### config.mk
export PLATFORM = sky130hd
export DESIGN_NAME = bpb_ctrl
export DESIGN_NICKNAME = d
export VERILOG_FILES = /design/src/hw/rtl/bpb_pkg.sv /design/src/hw/rtl/bpb_ctrl.sv
export SDC_FILE = /design/constraint.sdc
export NUM_CORES = 1
export LEC_CHECK = 0
export BUFFER_PORTS_ARGS = -buffer_cell sky130_fd_sc_hd__buf_2
export CORE_AREA = 2 2 39 41
export CTS_BUF_LIST = sky130_fd_sc_hd__clkbuf_8
export DETAILED_ROUTE_END_ITERATION = 8
export DIE_AREA = 0 0 41 43
export GPL_TIMING_DRIVEN = 0
export SYNTH_ARGS = -nofsm -noshare
export SYNTH_HDL_FRONTEND = slang
export SYNTH_SLANG_ARGS = --single-unit
### constraint.sdc
create_clock -name clk -period 3.9 [get_ports clk]
set_input_delay 0.585 -clock clk [delete_from_list [all_inputs] [get_ports clk]]
set_output_delay 0.585 -clock clk [all_outputs]
set_load 0.005 [all_outputs]
### src/hw/rtl/bpb_pkg.sv
`default_nettype none
package bpb_pkg;
  localparam int BtbSets     = 1024;
  localparam int BtbWays     = 4;
  localparam int PhtEntries  = 1024;
  localparam int SetW        = $clog2(BtbSets);
  localparam int WayW        = (BtbWays > 1) ? $clog2(BtbWays) : 1;
  localparam int PhtW        = $clog2(PhtEntries);
  localparam int HistW       = 10;
  localparam int PcW         = 48;
  localparam int StampW      = 40;
  localparam int RowW        = BtbWays * (PcW + StampW);
  localparam int ClrCycles   = (BtbSets > PhtEntries) ? BtbSets : PhtEntries;
  localparam int ClrW        = $clog2(ClrCycles + 1);
  localparam logic [1:0] CtrMax   = 2'd3;
  localparam logic [1:0] NtbReset = 2'd3;
  localparam logic [1:0] CfgMispredict = 2'd0;
  localparam logic [1:0] CfgBtbMiss    = 2'd1;

  typedef struct packed {
    logic clear;     // clearing pass write
    logic lookup;    // issue table reads for the held item
    logic update;    // evaluate and write back
  } bpb_cmd_t;

  typedef struct packed {
    logic clear_done;
  } bpb_sts_t;

  function automatic logic [1:0] sat_move(input logic [1:0] v, input logic up);
    if (up) return (v == CtrMax) ? CtrMax : v + 2'd1;
    return (v == 2'd0) ? 2'd0 : v - 2'd1;
  endfunction
endpackage
`default_nettype wire

### src/hw/rtl/bpb_ctrl.sv
`default_nettype none
module bpb_ctrl (
  input  wire logic            clk,
  input  wire logic            rst_n,
  input  wire logic            in_fire,
  input  wire logic            out_free,
  input  wire bpb_pkg::bpb_sts_t sts,
  output bpb_pkg::bpb_cmd_t    cmd,
  output logic                 in_ready
);
  import bpb_pkg::*;
  typedef enum logic [1:0] {S_CLEAR, S_IDLE, S_READ, S_UPD} state_t;
  state_t state_r, state_nxt;

  always_comb begin
    state_nxt = state_r;
    case (state_r)
      S_CLEAR: if (sts.clear_done) state_nxt = S_IDLE;
      S_IDLE:  if (in_fire) state_nxt = S_READ;
      S_READ:  state_nxt = S_UPD;
      S_UPD:   if (out_free) state_nxt = S_IDLE;
      default: state_nxt = S_CLEAR;
    endcase
  end

  always_ff @(posedge clk) begin
    if (!rst_n) state_r <= S_CLEAR;
    else state_r <= state_nxt;
  end

  assign in_ready    = (state_r == S_IDLE);
  assign cmd.clear   = (state_r == S_CLEAR);
  assign cmd.lookup  = (state_r == S_READ);
  assign cmd.update  = (state_r == S_UPD) && out_free;

  a_clr_exit: assert property (@(posedge clk) disable iff (!rst_n)
    (state_r == S_CLEAR && !sts.clear_done) |=> state_r == S_CLEAR) else $error("clear exit");
  a_read_upd: assert property (@(posedge clk) disable iff (!rst_n)
    state_r == S_READ |=> state_r == S_UPD) else $error("read seq");
  a_no_acc: assert property (@(posedge clk) disable iff (!rst_n)
    state_r != S_IDLE |-> !in_fire) else $error("accept while busy");
endmodule
`default_nettype wire

# Word level (Yosys, flattened, before mapping)
# Cells that the tools add are included.
# totals
regBits,2
latchBits,0
ram_bits,0
mem_bits_ro,0
inputBits,5
out_inout_bits,4
wordCells,14
n_memories,0
# classes
addsub,0
n_mul,0
div_mod_pow,0
n_lt_le_gt_ge,0
eq_ne,6
n_shift,0
n_mux,4
bitwise_logic,0
n_reduce_logical,3
# op_table
operator,n
$pmux W2 S4,1
$mux W2,3
$ne A2 B2 Y1 const B,3
$eq A2 B2 Y1 const B,2
$reduce_and A3 Y1,1
$eq A2 B1 Y1 const B,1
$logic_not A2 Y1,1
$logic_and A1 B1 Y1,1

# Logic depth before layout (Yosys ltp)
# Gate-level depths: netlist (run 1).
# logic_depth
depth_word,3
mapped_depth,4
ltp_nobuf,4

# Worst setup path before layout (run 1)
# Ideal clock, no wire load.
# synth_path
kind,flip-flop to flip-flop
start,reg state_r[0]
end,reg state_r[0]
setup_ns,0.072
arrival_ns,1.338
t_required_ns,3.828
setup_slack_ns,2.491
stages_incl_launch_ff,5
path_buffers,0
synth_period_minus_slack_ns,1.409
path_cell_list,dfxtp_1 inv_1 ha_1 a222oi_1 mux2i_1
# synth_lines
element,line,source
from (decl),bpb_ctrl.sv:13,"state_t state_r, state_nxt;"
from (signal assigned),bpb_ctrl.sv:28,else state_r <= state_nxt;

==> impl_table.tex, run 1 <==
\begin{tabular}{lr}
\hline
Metric & Value \\
\hline
\multicolumn{2}{l}{\textbf{Run status}} \\
\quad Result of the run & complete, no violations \\
\multicolumn{2}{l}{\textbf{Worst setup path}} \\
\quad Data arrival at the endpoint of the critical path & 1030 ps \\
\quad Worst reg2reg endpoint & state\_r[1] \\
\quad Launching instance or port of the critical path & state\_r[0] \\
\quad R2r startpoint & state\_r[0] \\
\quad Number of buffer and inverter stages on the critical path & 2 \\
\quad R2r setup slk & 2370 ps \\
\quad Slowest stage cell, crit path & sky130\_fd\_sc\_hd\_\_dfxtp\_1 \\
\quad Crit Path Category & reg2out \\
\quad Top cell family by delay on the critical path & flip-flops \\
\quad Data required time of the worst path & 3310 ps \\
\quad Kind of launch point of the worst setup path & flip-flop \\
\quad Stages on the worst setup path & 3 \\
\quad Peak per-stage delay on the critical path & about 400 ps \\
\quad Ordered list of cells on the worst path & inv\_1 > ha\_1 > buf\_2 \\
\quad Nature of the critical path endpoint & output pin \\
\quad Maximum fanout along the worst path & 5 \\
\quad Critical path capture point & cmd[2] \\
\quad Number of cell instances on the worst register-to-register path & 4 \\
\multicolumn{2}{l}{\textbf{CTS}} \\
\quad Number of buffers added for setup after CTS & 0 \\
\quad Number of buffers added by the clock tree synthesis step & 3 \\
\quad Clock tree from TritonCTS & done \\
\quad Clk root buf & sky130\_fd\_sc\_hd\_\_clkbuf\_8 \\
\quad Number of levels the H-tree was split into & 1 \\
\quad Worst-Skew Late Latency & about 210 ps \\
\quad CTS clk-pin slew, worst paths & $\sim$30 ps \\
\quad Buffer levels on the longest clock path & 2 \\
\quad Number of clock sinks & 2 \\
\quad Post-CTS resize count & 0 \\
\quad Number of hold buffers added after cts & 0 \\
\multicolumn{2}{l}{\textbf{Die}} \\
\quad Number of standard-cell rows in the floorplan & 14 \\
\quad \# IOs & 9 \\
\quad Die outline width & between 40 and 50 um \\
\quad Die height & approximately 43 um \\
\quad Initial core utilization & 0.1266 \\
\quad Core Box Area & roughly 1400 um\^{}2 \\
\quad Die ar. & about 1800 um\^{}2 \\
\multicolumn{2}{l}{\textbf{Min path}} \\
\quad Class of the worst hold path & reg2reg \\
\multicolumn{2}{l}{\textbf{Detailed routing}} \\
\quad Post-detailed-route count of antenna-violating nets & 0 \\
\quad Remaining routing DRC violations & 0 \\
\quad Final Routed Wirelength & between 300 and 400 um \\
\quad Number of DRC markers in iteration 0 & 5 \\
\quad Detailed-routing iteration count for the pre-antenna-repair pass & 4 \\
\quad Total number of vias & $\sim$160 \\
\quad Via density & 3.319 \\
\quad Drt wl/cell & approximately 7.0 um \\
\multicolumn{2}{l}{\textbf{Layout}} \\
\quad Share of layout cells above drive strength 1 & 0.3548 \\
\quad \# fillers & between 150 and 200 \\
\quad Area of all sequential standard cells & approximately 40 um\^{}2 \\
\quad Area added between synthesis and finish & 57.86\% \\
\quad Largest registers & state\_r: 2 flops \\
\quad Number of inserted diodes & 0 \\
\quad Finished Layout Cells & 47 \\
\quad Max reg flops & 2 \\
\quad Multi-input gate area in the final layout & between 100 and 150 um\^{}2 \\
\quad Final layout net count & 43 \\
\quad Biggest register & state\_r \\
\multicolumn{2}{l}{\textbf{Placement}} \\
\quad Placed cell count & 44 \\
\quad Detailed-placement wirelength estimate & approximately 260 um \\
\quad Count of buffers from port buffering & 8 \\
\quad Final weighted congestion of routability-driven global placement & around 0.62 \\
\multicolumn{2}{l}{\textbf{Global route}} \\
\quad First-pass GRT wire length & 496 um \\
\quad Aggregate global-route resource usage & 0.04609 \\
\quad Global-route track usage on met2 & 0.04688 \\
\quad Remaining global-route overflow & 0 \\
\quad GRT busiest layer & met1 \\
\quad Pin count of the biggest net entering global routing & 6 \\
\quad Met1 Usage GRT & 0.05112 \\
\quad Number of global-route vias before repair & between 100 and 150 \\
\quad Number of antenna violations at the first check in global routing & 0 \\
\quad Met3 track demand over resource in global routing & 0.04712 \\
\multicolumn{2}{l}{\textbf{Yosys}} \\
\quad Library cell occupying the most area in the post-synthesis netlist & sky130\_fd\_sc\_hd\_\_ha\_1 \\
\quad Post-Synthesis Net Count & 30 \\
\quad Mean instance size in the synthesized netlist & $\sim$8.8 um\^{}2 \\
\quad Largest cells by area after synthesis & sky130\_fd\_sc\_hd\_\_ha\_1, sky130\_fd\_sc\_hd\_\_dfxtp\_1, sky130\_fd\_sc\_hd\_\_mux2i\_1, sky130\_fd\_sc\_hd\_\_inv\_1, sky130\_fd\_sc\_hd\_\_nand2\_1 \\
\quad Distinct cell type count of the synthesized netlist & 8 \\
\quad Warning count from the yosys run & 0 \\
\quad Total of flip-flops plus latches after synthesis & 2 \\
\quad Cells after Synth & 20 \\
\quad Top-area cell type share of the netlist area & 0.3571 \\
\quad Fraction of the yosys area taken by sequential cells & 0.2286 \\
\quad Summed instance area of the synthesized netlist & 175.2 um\^{}2 \\
\multicolumn{2}{l}{\textbf{Timing}} \\
\quad Final-report max-slew violation count & 0 \\
\quad Actual slew at the worst max-slew pin & around 500 ps \\
\quad RSZ-0062 raised after global routing & no \\
\quad Final TNS setup & 0 ps \\
\quad Final worst clock skew & roughly 3.4 ps \\
\quad Final Hold Vio Count & 0 \\
\quad Fmax & between 0.6 and 0.7 GHz \\
\quad Time the worst path needs with I/O delays and setup & $\sim$1600 ps \\
\quad Period Utilization, post-route & 0.4148 \\
\quad Total of endpoints with negative setup slack in the final report & 0 \\
\quad Headroom to the max-slew limit & 0.6640 \\
\multicolumn{2}{l}{\textbf{Pwr}} \\
\quad Power Dens Cells & roughly 630 nW/um\^{}2 \\
\quad Overall power consumption & roughly 170 uW \\
\quad Maximum resistive drop on vdd & about 170 uV \\
\quad Static leakage power & between 0.00015 and 0.0002 uW \\
\multicolumn{2}{l}{\textbf{Run}} \\
\quad Max-cap violation count & 0 \\
\hline
\end{tabular}
-- cells in the final DEF (no fill, tap or decap) --
master and n:
sky130_fd_sc_hd__a222oi_1 1, sky130_fd_sc_hd__clkbuf_8 3, sky130_fd_sc_hd__inv_1 5, sky130_fd_sc_hd__buf_2 8, sky130_fd_sc_hd__nand2b_1 1, sky130_fd_sc_hd__ha_1 5, sky130_fd_sc_hd__and2_1 1, sky130_fd_sc_hd__mux2i_1 2
sky130_fd_sc_hd__dfxtp_1 2, sky130_fd_sc_hd__nand2_1 3
-- worst min-delay path by stage --
stage                     from          to  cells past startpoint
floorplan           state_r[1]  state_r[1]                      2
global placement    state_r[1]  state_r[1]                      2
detailed placement  state_r[1]  state_r[1]                      2
CTS                 state_r[1]  state_r[1]                      2
global route        state_r[1]  state_r[1]                      2
finish              state_r[1]  state_r[1]                      2
-- tightest hold or removal path: cells and delay by family, from the launching register on --
kind / cells / cell delay, ps
muxes: 1 / 60
DFF: 1 / 320
and+or+nand+nor: 1 / 60
-- cell type report --
| cell class | instances | area share |
|---|---|---|
| clock buffer | 3 | 0.1493 |
| inverter | 5 | 0.06787 |
| multi-input combinational | 13 | 0.4208 |
| sequential | 2 | 0.1448 |
| tap | 16 | 0.07240 |
| timing repair buffer | 8 | 0.1448 |
-- synthesized netlist by cell type (all sizes together) --
master and n:
nand2b 1, and2 1, dfxtp 2, inv 5, ha 5, mux2i 2
nand2 3, a222oi 1
-- power by group --
group	switching (uW)	leakage, uW	internal (uW)	total [uW]
logic	27.1	0.000118	30.3	57.4
registers	8.55	0.0000166	27.8	36.4
clock network	15.2	0.0000216	65.2	80.4
-- logic make-up after synthesis --
kind of cell,share of synthesized area
AO/OA/AOI/OAI,0.05715
adder cells (fa/ha/maj),0.3571
buffers and inverters,0.1072
flip-flops,0.2286
multiplexers,0.1143
AND/OR/NAND/NOR,0.1358
-- per-stage QoR --
stage / area (um^2) / hold WS [ps] / setup slack (ps) / utilization
floorplan: 175.2 / 467.7 / 2491 / -
global placement: 235.2 / 490.6 / 2375 / 0.1700
detailed placement: 235.2 / 498.5 / 2348 / 0.1700
CTS: 276.5 / 501.6 / 2267 / 0.1998
global route: 276.5 / 527.7 / 2219 / 0.1998
finish: 276.5 / 498.0 / 2282 / 0.1998
-- per-layer routing --
metal | vias to the layer above | part of all wire
li1 | 84 | -
met1 | 63 | 0.54
met2 | 9 | 0.34
met3 | 0 | 0.13
met4 | 0 | 0
met5 | - | 0
Note: power is estimated with default switching activity, not from simulation.
==> inputs of run 2 (changes only) <==
Settings changed: ABC_AREA from default to 1.
Clock period 3.9 ns to 1.4 ns, I/O delays scaled along.
==> impl_table.tex, run 2 <==
\begin{tabular}{lr}
\hline
Metric & Value \\
\hline
\multicolumn{2}{l}{\textbf{Worst setup path}} \\
\quad Crit Path Category & reg2out (unchanged) \\
\quad Slowest stage cell, crit path & sky130\_fd\_sc\_hd\_\_dfxtp\_1 (unchanged) \\
\quad Peak per-stage delay on the critical path & 380 ps (was 400 ps) \\
\quad Data required time of the worst path & 1190 ps (was 3310 ps) \\
\quad Maximum fanout along the worst path & 4 (was 5) \\
\quad Kind of launch point of the worst setup path & flip-flop (unchanged) \\
\quad Nature of the critical path endpoint & output pin (unchanged) \\
\quad Ordered list of cells on the worst path & bufinv\_8 > ha\_1 > buf\_2 (was inv\_1 > ha\_1 > buf\_2) \\
\quad Data arrival at the endpoint of the critical path & 1130 ps (was 1030 ps) \\
\multicolumn{2}{l}{\textbf{Layout}} \\
\quad Final layout net count & 50 (was 43) \\
\quad Share of layout cells above drive strength 1 & 0.4474 (was 0.3548) \\
\quad Largest registers & state\_r: 2 flops (unchanged) \\
\quad Commonest cells after routing, fill and taps aside & sky130\_fd\_sc\_hd\_\_buf\_2, sky130\_fd\_sc\_hd\_\_nand2\_1, sky130\_fd\_sc\_hd\_\_inv\_1, sky130\_fd\_sc\_hd\_\_ha\_1, sky130\_fd\_sc\_hd\_\_nor2\_1 (was sky130\_fd\_sc\_hd\_\_buf\_2, sky130\_fd\_sc\_hd\_\_inv\_1, sky130\_fd\_sc\_hd\_\_ha\_1) \\
\quad Max reg flops & 2 (unchanged) \\
\quad Number of inserted diodes & 0 (unchanged) \\
\quad \# fillers & 160 (was 156) \\
\quad Layout Cell Area excl Fill & 327.8 um\^{}2 (was 276.5 um\^{}2) \\
\quad Leading cell type in the layout, fill and taps excluded & sky130\_fd\_sc\_hd\_\_buf\_2 (unchanged) \\
\quad Area added between synthesis and finish & 44.75\% (was 57.86\%) \\
\quad Biggest register & state\_r (unchanged) \\
\multicolumn{2}{l}{\textbf{Timing}} \\
\quad Fmax & $\sim$0.74 GHz \\
\quad Time the worst path needs with I/O delays and setup & roughly 1300 ps \\
\quad Period Utilization, post-route & 0.9592 \\
\quad Final TNS setup & 0 ps (unchanged) \\
\quad Post-route worst hold slack & 235.1 ps (was 498.0 ps) \\
\quad Actual slew at the worst max-slew pin & 163.8 ps (was 504.1 ps) \\
\quad Final-report max-slew violation count & 0 (unchanged) \\
\quad RSZ-0062 raised after global routing & no (unchanged) \\
\quad Final Hold Vio Count & 0 (unchanged) \\
\quad Headroom to the max-slew limit & 0.8907 (was 0.6640) \\
\quad Final worst clock skew & 3.726 ps (was 3.433 ps) \\
\quad Fin worst setup slack & 57.07 ps (was 2282 ps) \\
\quad Total of endpoints with negative setup slack in the final report & 0 (unchanged) \\
\multicolumn{2}{l}{\textbf{CTS}} \\
\quad Number of hold buffers added after cts & 0 (unchanged) \\
\quad Worst-Skew Late Latency & 210 ps (about the same) \\
\quad Number of levels the H-tree was split into & 1 (unchanged) \\
\quad Buffer levels on the longest clock path & 2 (unchanged) \\
\quad Post-CTS resize count & 0 (unchanged) \\
\quad Number of buffers added for setup after CTS & 0 (unchanged) \\
\quad Number of clock sinks & 2 (unchanged) \\
\quad Clk root buf & sky130\_fd\_sc\_hd\_\_clkbuf\_8 (unchanged) \\
\quad Clock tree from TritonCTS & done (unchanged) \\
\quad Number of buffers added by the clock tree synthesis step & 3 (unchanged) \\
\quad CTS clk-pin slew, worst paths & 30 ps (about the same) \\
\multicolumn{2}{l}{\textbf{Global route}} \\
\quad First-pass GRT wire length & 648 um (was 496 um) \\
\quad Remaining global-route overflow & 0 (unchanged) \\
\quad Number of antenna violations at the first check in global routing & 0 (unchanged) \\
\quad Pin count of the biggest net entering global routing & 5 (was 6) \\
\quad Aggregate global-route resource usage & 0.06607 (was 0.04609) \\
\quad Number of global-route vias before repair & 157 (was 129) \\
\multicolumn{2}{l}{\textbf{Yosys}} \\
\quad Ys async rst share & 0 (unchanged) \\
\quad Mean instance size in the synthesized netlist & 8.388 um\^{}2 (was 8.758 um\^{}2) \\
\quad Total of flip-flops plus latches after synthesis & 2 (unchanged) \\
\quad Most common flop cell mapped by yosys & sky130\_fd\_sc\_hd\_\_dfxtp\_1 (unchanged) \\
\quad Distinct cell type count of the synthesized netlist & 8 (unchanged) \\
\quad Warning count from the yosys run & 0 (unchanged) \\
\quad Top-area cell type share of the netlist area & 0.2762 (was 0.3571) \\
\quad Library cell occupying the most area in the post-synthesis netlist & sky130\_fd\_sc\_hd\_\_ha\_1 (unchanged) \\
\quad Post-Synthesis Net Count & 37 (was 30) \\
\quad Fraction of the yosys area taken by sequential cells & 0.1768 (was 0.2286) \\
\quad Top cell types by occurrence after synthesis & sky130\_fd\_sc\_hd\_\_ha\_1, sky130\_fd\_sc\_hd\_\_inv\_1, sky130\_fd\_sc\_hd\_\_nand2\_1 (unchanged) \\
\quad Number of synthesized flops with an enable pin & 0 (unchanged) \\
\quad Summed instance area of the synthesized netlist & 226.5 um\^{}2 (was 175.2 um\^{}2) \\
\quad Cells after Synth & 27 (was 20) \\
\quad Largest cells by area after synthesis & sky130\_fd\_sc\_hd\_\_ha\_1, sky130\_fd\_sc\_hd\_\_dfxtp\_1, sky130\_fd\_sc\_hd\_\_bufinv\_8, sky130\_fd\_sc\_hd\_\_inv\_1, sky130\_fd\_sc\_hd\_\_nand2\_1 (was sky130\_fd\_sc\_hd\_\_ha\_1, sky130\_fd\_sc\_hd\_\_dfxtp\_1, sky130\_fd\_sc\_hd\_\_mux2i\_1, sky130\_fd\_sc\_hd\_\_inv\_1, sky130\_fd\_sc\_hd\_\_nand2\_1) \\
\multicolumn{2}{l}{\textbf{Pwr}} \\
\quad Static leakage power & 0.0001967 uW (was 0.0001566 uW) \\
\quad Switching pwr & 222.0 uW (was 50.93 uW) \\
\quad Clock group share of total power & 0.328 (was 0.462) \\
\quad Internal Pwr Total & 470.8 uW (was 123.3 uW) \\
\quad Overall power consumption & 692.8 uW (was 174.2 uW) \\
\quad Power Dens Cells & 2114 nW/um\^{}2 (was 630.1 nW/um\^{}2) \\
\quad Part of the total power dissipated in sequential elements & 0.163 (was 0.209) \\
\quad Switching share of total power & 0.3204 (was 0.2923) \\
\quad Portion of total power attributed to combinational logic & 0.509 (was 0.330) \\
\quad Maximum resistive drop on vdd & 511.0 uV (was 169.8 uV) \\
\multicolumn{2}{l}{\textbf{Die}} \\
\quad Die outline width & 41 um (unchanged) \\
\quad Initial core utilization & 0.1637 (was 0.1266) \\
\quad Core Box Area & 1384 um\^{}2 (unchanged) \\
\quad Number of standard-cell rows in the floorplan & 14 (unchanged) \\
\quad \# IOs & 9 (unchanged) \\
\quad Die ar. & 1763 um\^{}2 (unchanged) \\
\quad Die height & 43 um (unchanged) \\
\multicolumn{2}{l}{\textbf{Run status}} \\
\quad Result of the run & complete, no violations (unchanged) \\
\multicolumn{2}{l}{\textbf{Detailed routing}} \\
\quad Number of DRC markers in iteration 0 & 4 (was 5) \\
\quad Total number of vias & 177 (was 156) \\
\quad Drt wl/cell & 6.833 um (was 6.979 um) \\
\quad Detailed-routing iteration count for the pre-antenna-repair pass & 3 (was 4) \\
\quad Remaining routing DRC violations & 0 (unchanged) \\
\quad Post-detailed-route count of antenna-violating nets & 0 (unchanged) \\
\quad Final Routed Wirelength & 369 um (was 328 um) \\
\quad Via density & 3.278 (was 3.319) \\
\multicolumn{2}{l}{\textbf{Run}} \\
\quad Max-cap violation count & 0 (unchanged) \\
\multicolumn{2}{l}{\textbf{Min path}} \\
\quad Class of the worst hold path & in2reg (was reg2reg) \\
\multicolumn{2}{l}{\textbf{Placement}} \\
\quad Detailed-placement wirelength estimate & 288.5 um (was 256.3 um) \\
\quad Post-Place Setup Slack & 152.9 ps (was 2348 ps) \\
\quad Count of buffers from port buffering & 8 (unchanged) \\
\quad Final weighted congestion of routability-driven global placement & 0.6589 (was 0.6160) \\
\quad Placed instance area & 286.5 um\^{}2 (was 235.2 um\^{}2) \\
\hline
\end{tabular}
==> run 2: cells by family after synthesis <==
family                     Yosys count  share of synthesized area
DFF                                  2                     0.1768
and+or+nand+nor                     13                     0.3094
buffers and inverters                7                     0.2376
adders and majority gates            5                     0.2762
==> run 2: power by group through the flow <==
stage                     sequential [uW]  clock [uW]  combinational (uW)
after global routing                  118         252                 399
after CTS                             114         239                 359
after floorplan                       106           0                 286
after global placement                112           0                 357
after detailed placement              115           0                 358
final                                 113         227                 353
==> run 2: critical path, delay by kind of cell (launching register included) <==
family	cells	cell delay (ps)
buffers and inverters	2	340
DFF	1	380
adders and majority gates	1	200
==> run 2: final cells by class <==
type | instances | area [um^2] | share of cell area
Clock buffer | 3 | 41.29 | 0.1260
Inverter | 7 | 53.80 | 0.1641
Multi-Input combinational cell | 18 | 132.6 | 0.4046
Sequential cell | 2 | 40.04 | 0.1221
Tap cell | 16 | 20.02 | 0.06107
Timing Repair Buffer | 8 | 40.04 | 0.1221
==> run 2: path summary, 6_finish.rpt <==
path                    from  cells after the start  slack (ps)    endpoint
hold reg to reg   state_r[1]                      4         680  state_r[1]
hold / removal         rst_n                      3         240  state_r[1]
setup / recovery  state_r[0]                      3          60      cmd[2]
setup reg to reg  state_r[0]                      7         170  state_r[0]
==> run 2: through the flow <==
step,util,cells
after floorplan,-,27
after detailed placement,0.2071,51
after global placement,0.2071,51
after CTS,0.2369,54
after global routing,0.2369,54
final,0.2369,54
==> run 2: routing by layer <==
metal | up-vias | track usage | part of all wire | wire length [um]
li1 | 98 | - | - | -
met1 | 71 | 0.05732 | 0.45 | 165
met2 | 8 | 0.07500 | 0.44 | 163
met3 | 0 | 0.06283 | 0.11 | 40
met4 | 0 | 0.08000 | 0 | 0
met5 | - | 0 | 0 | 0
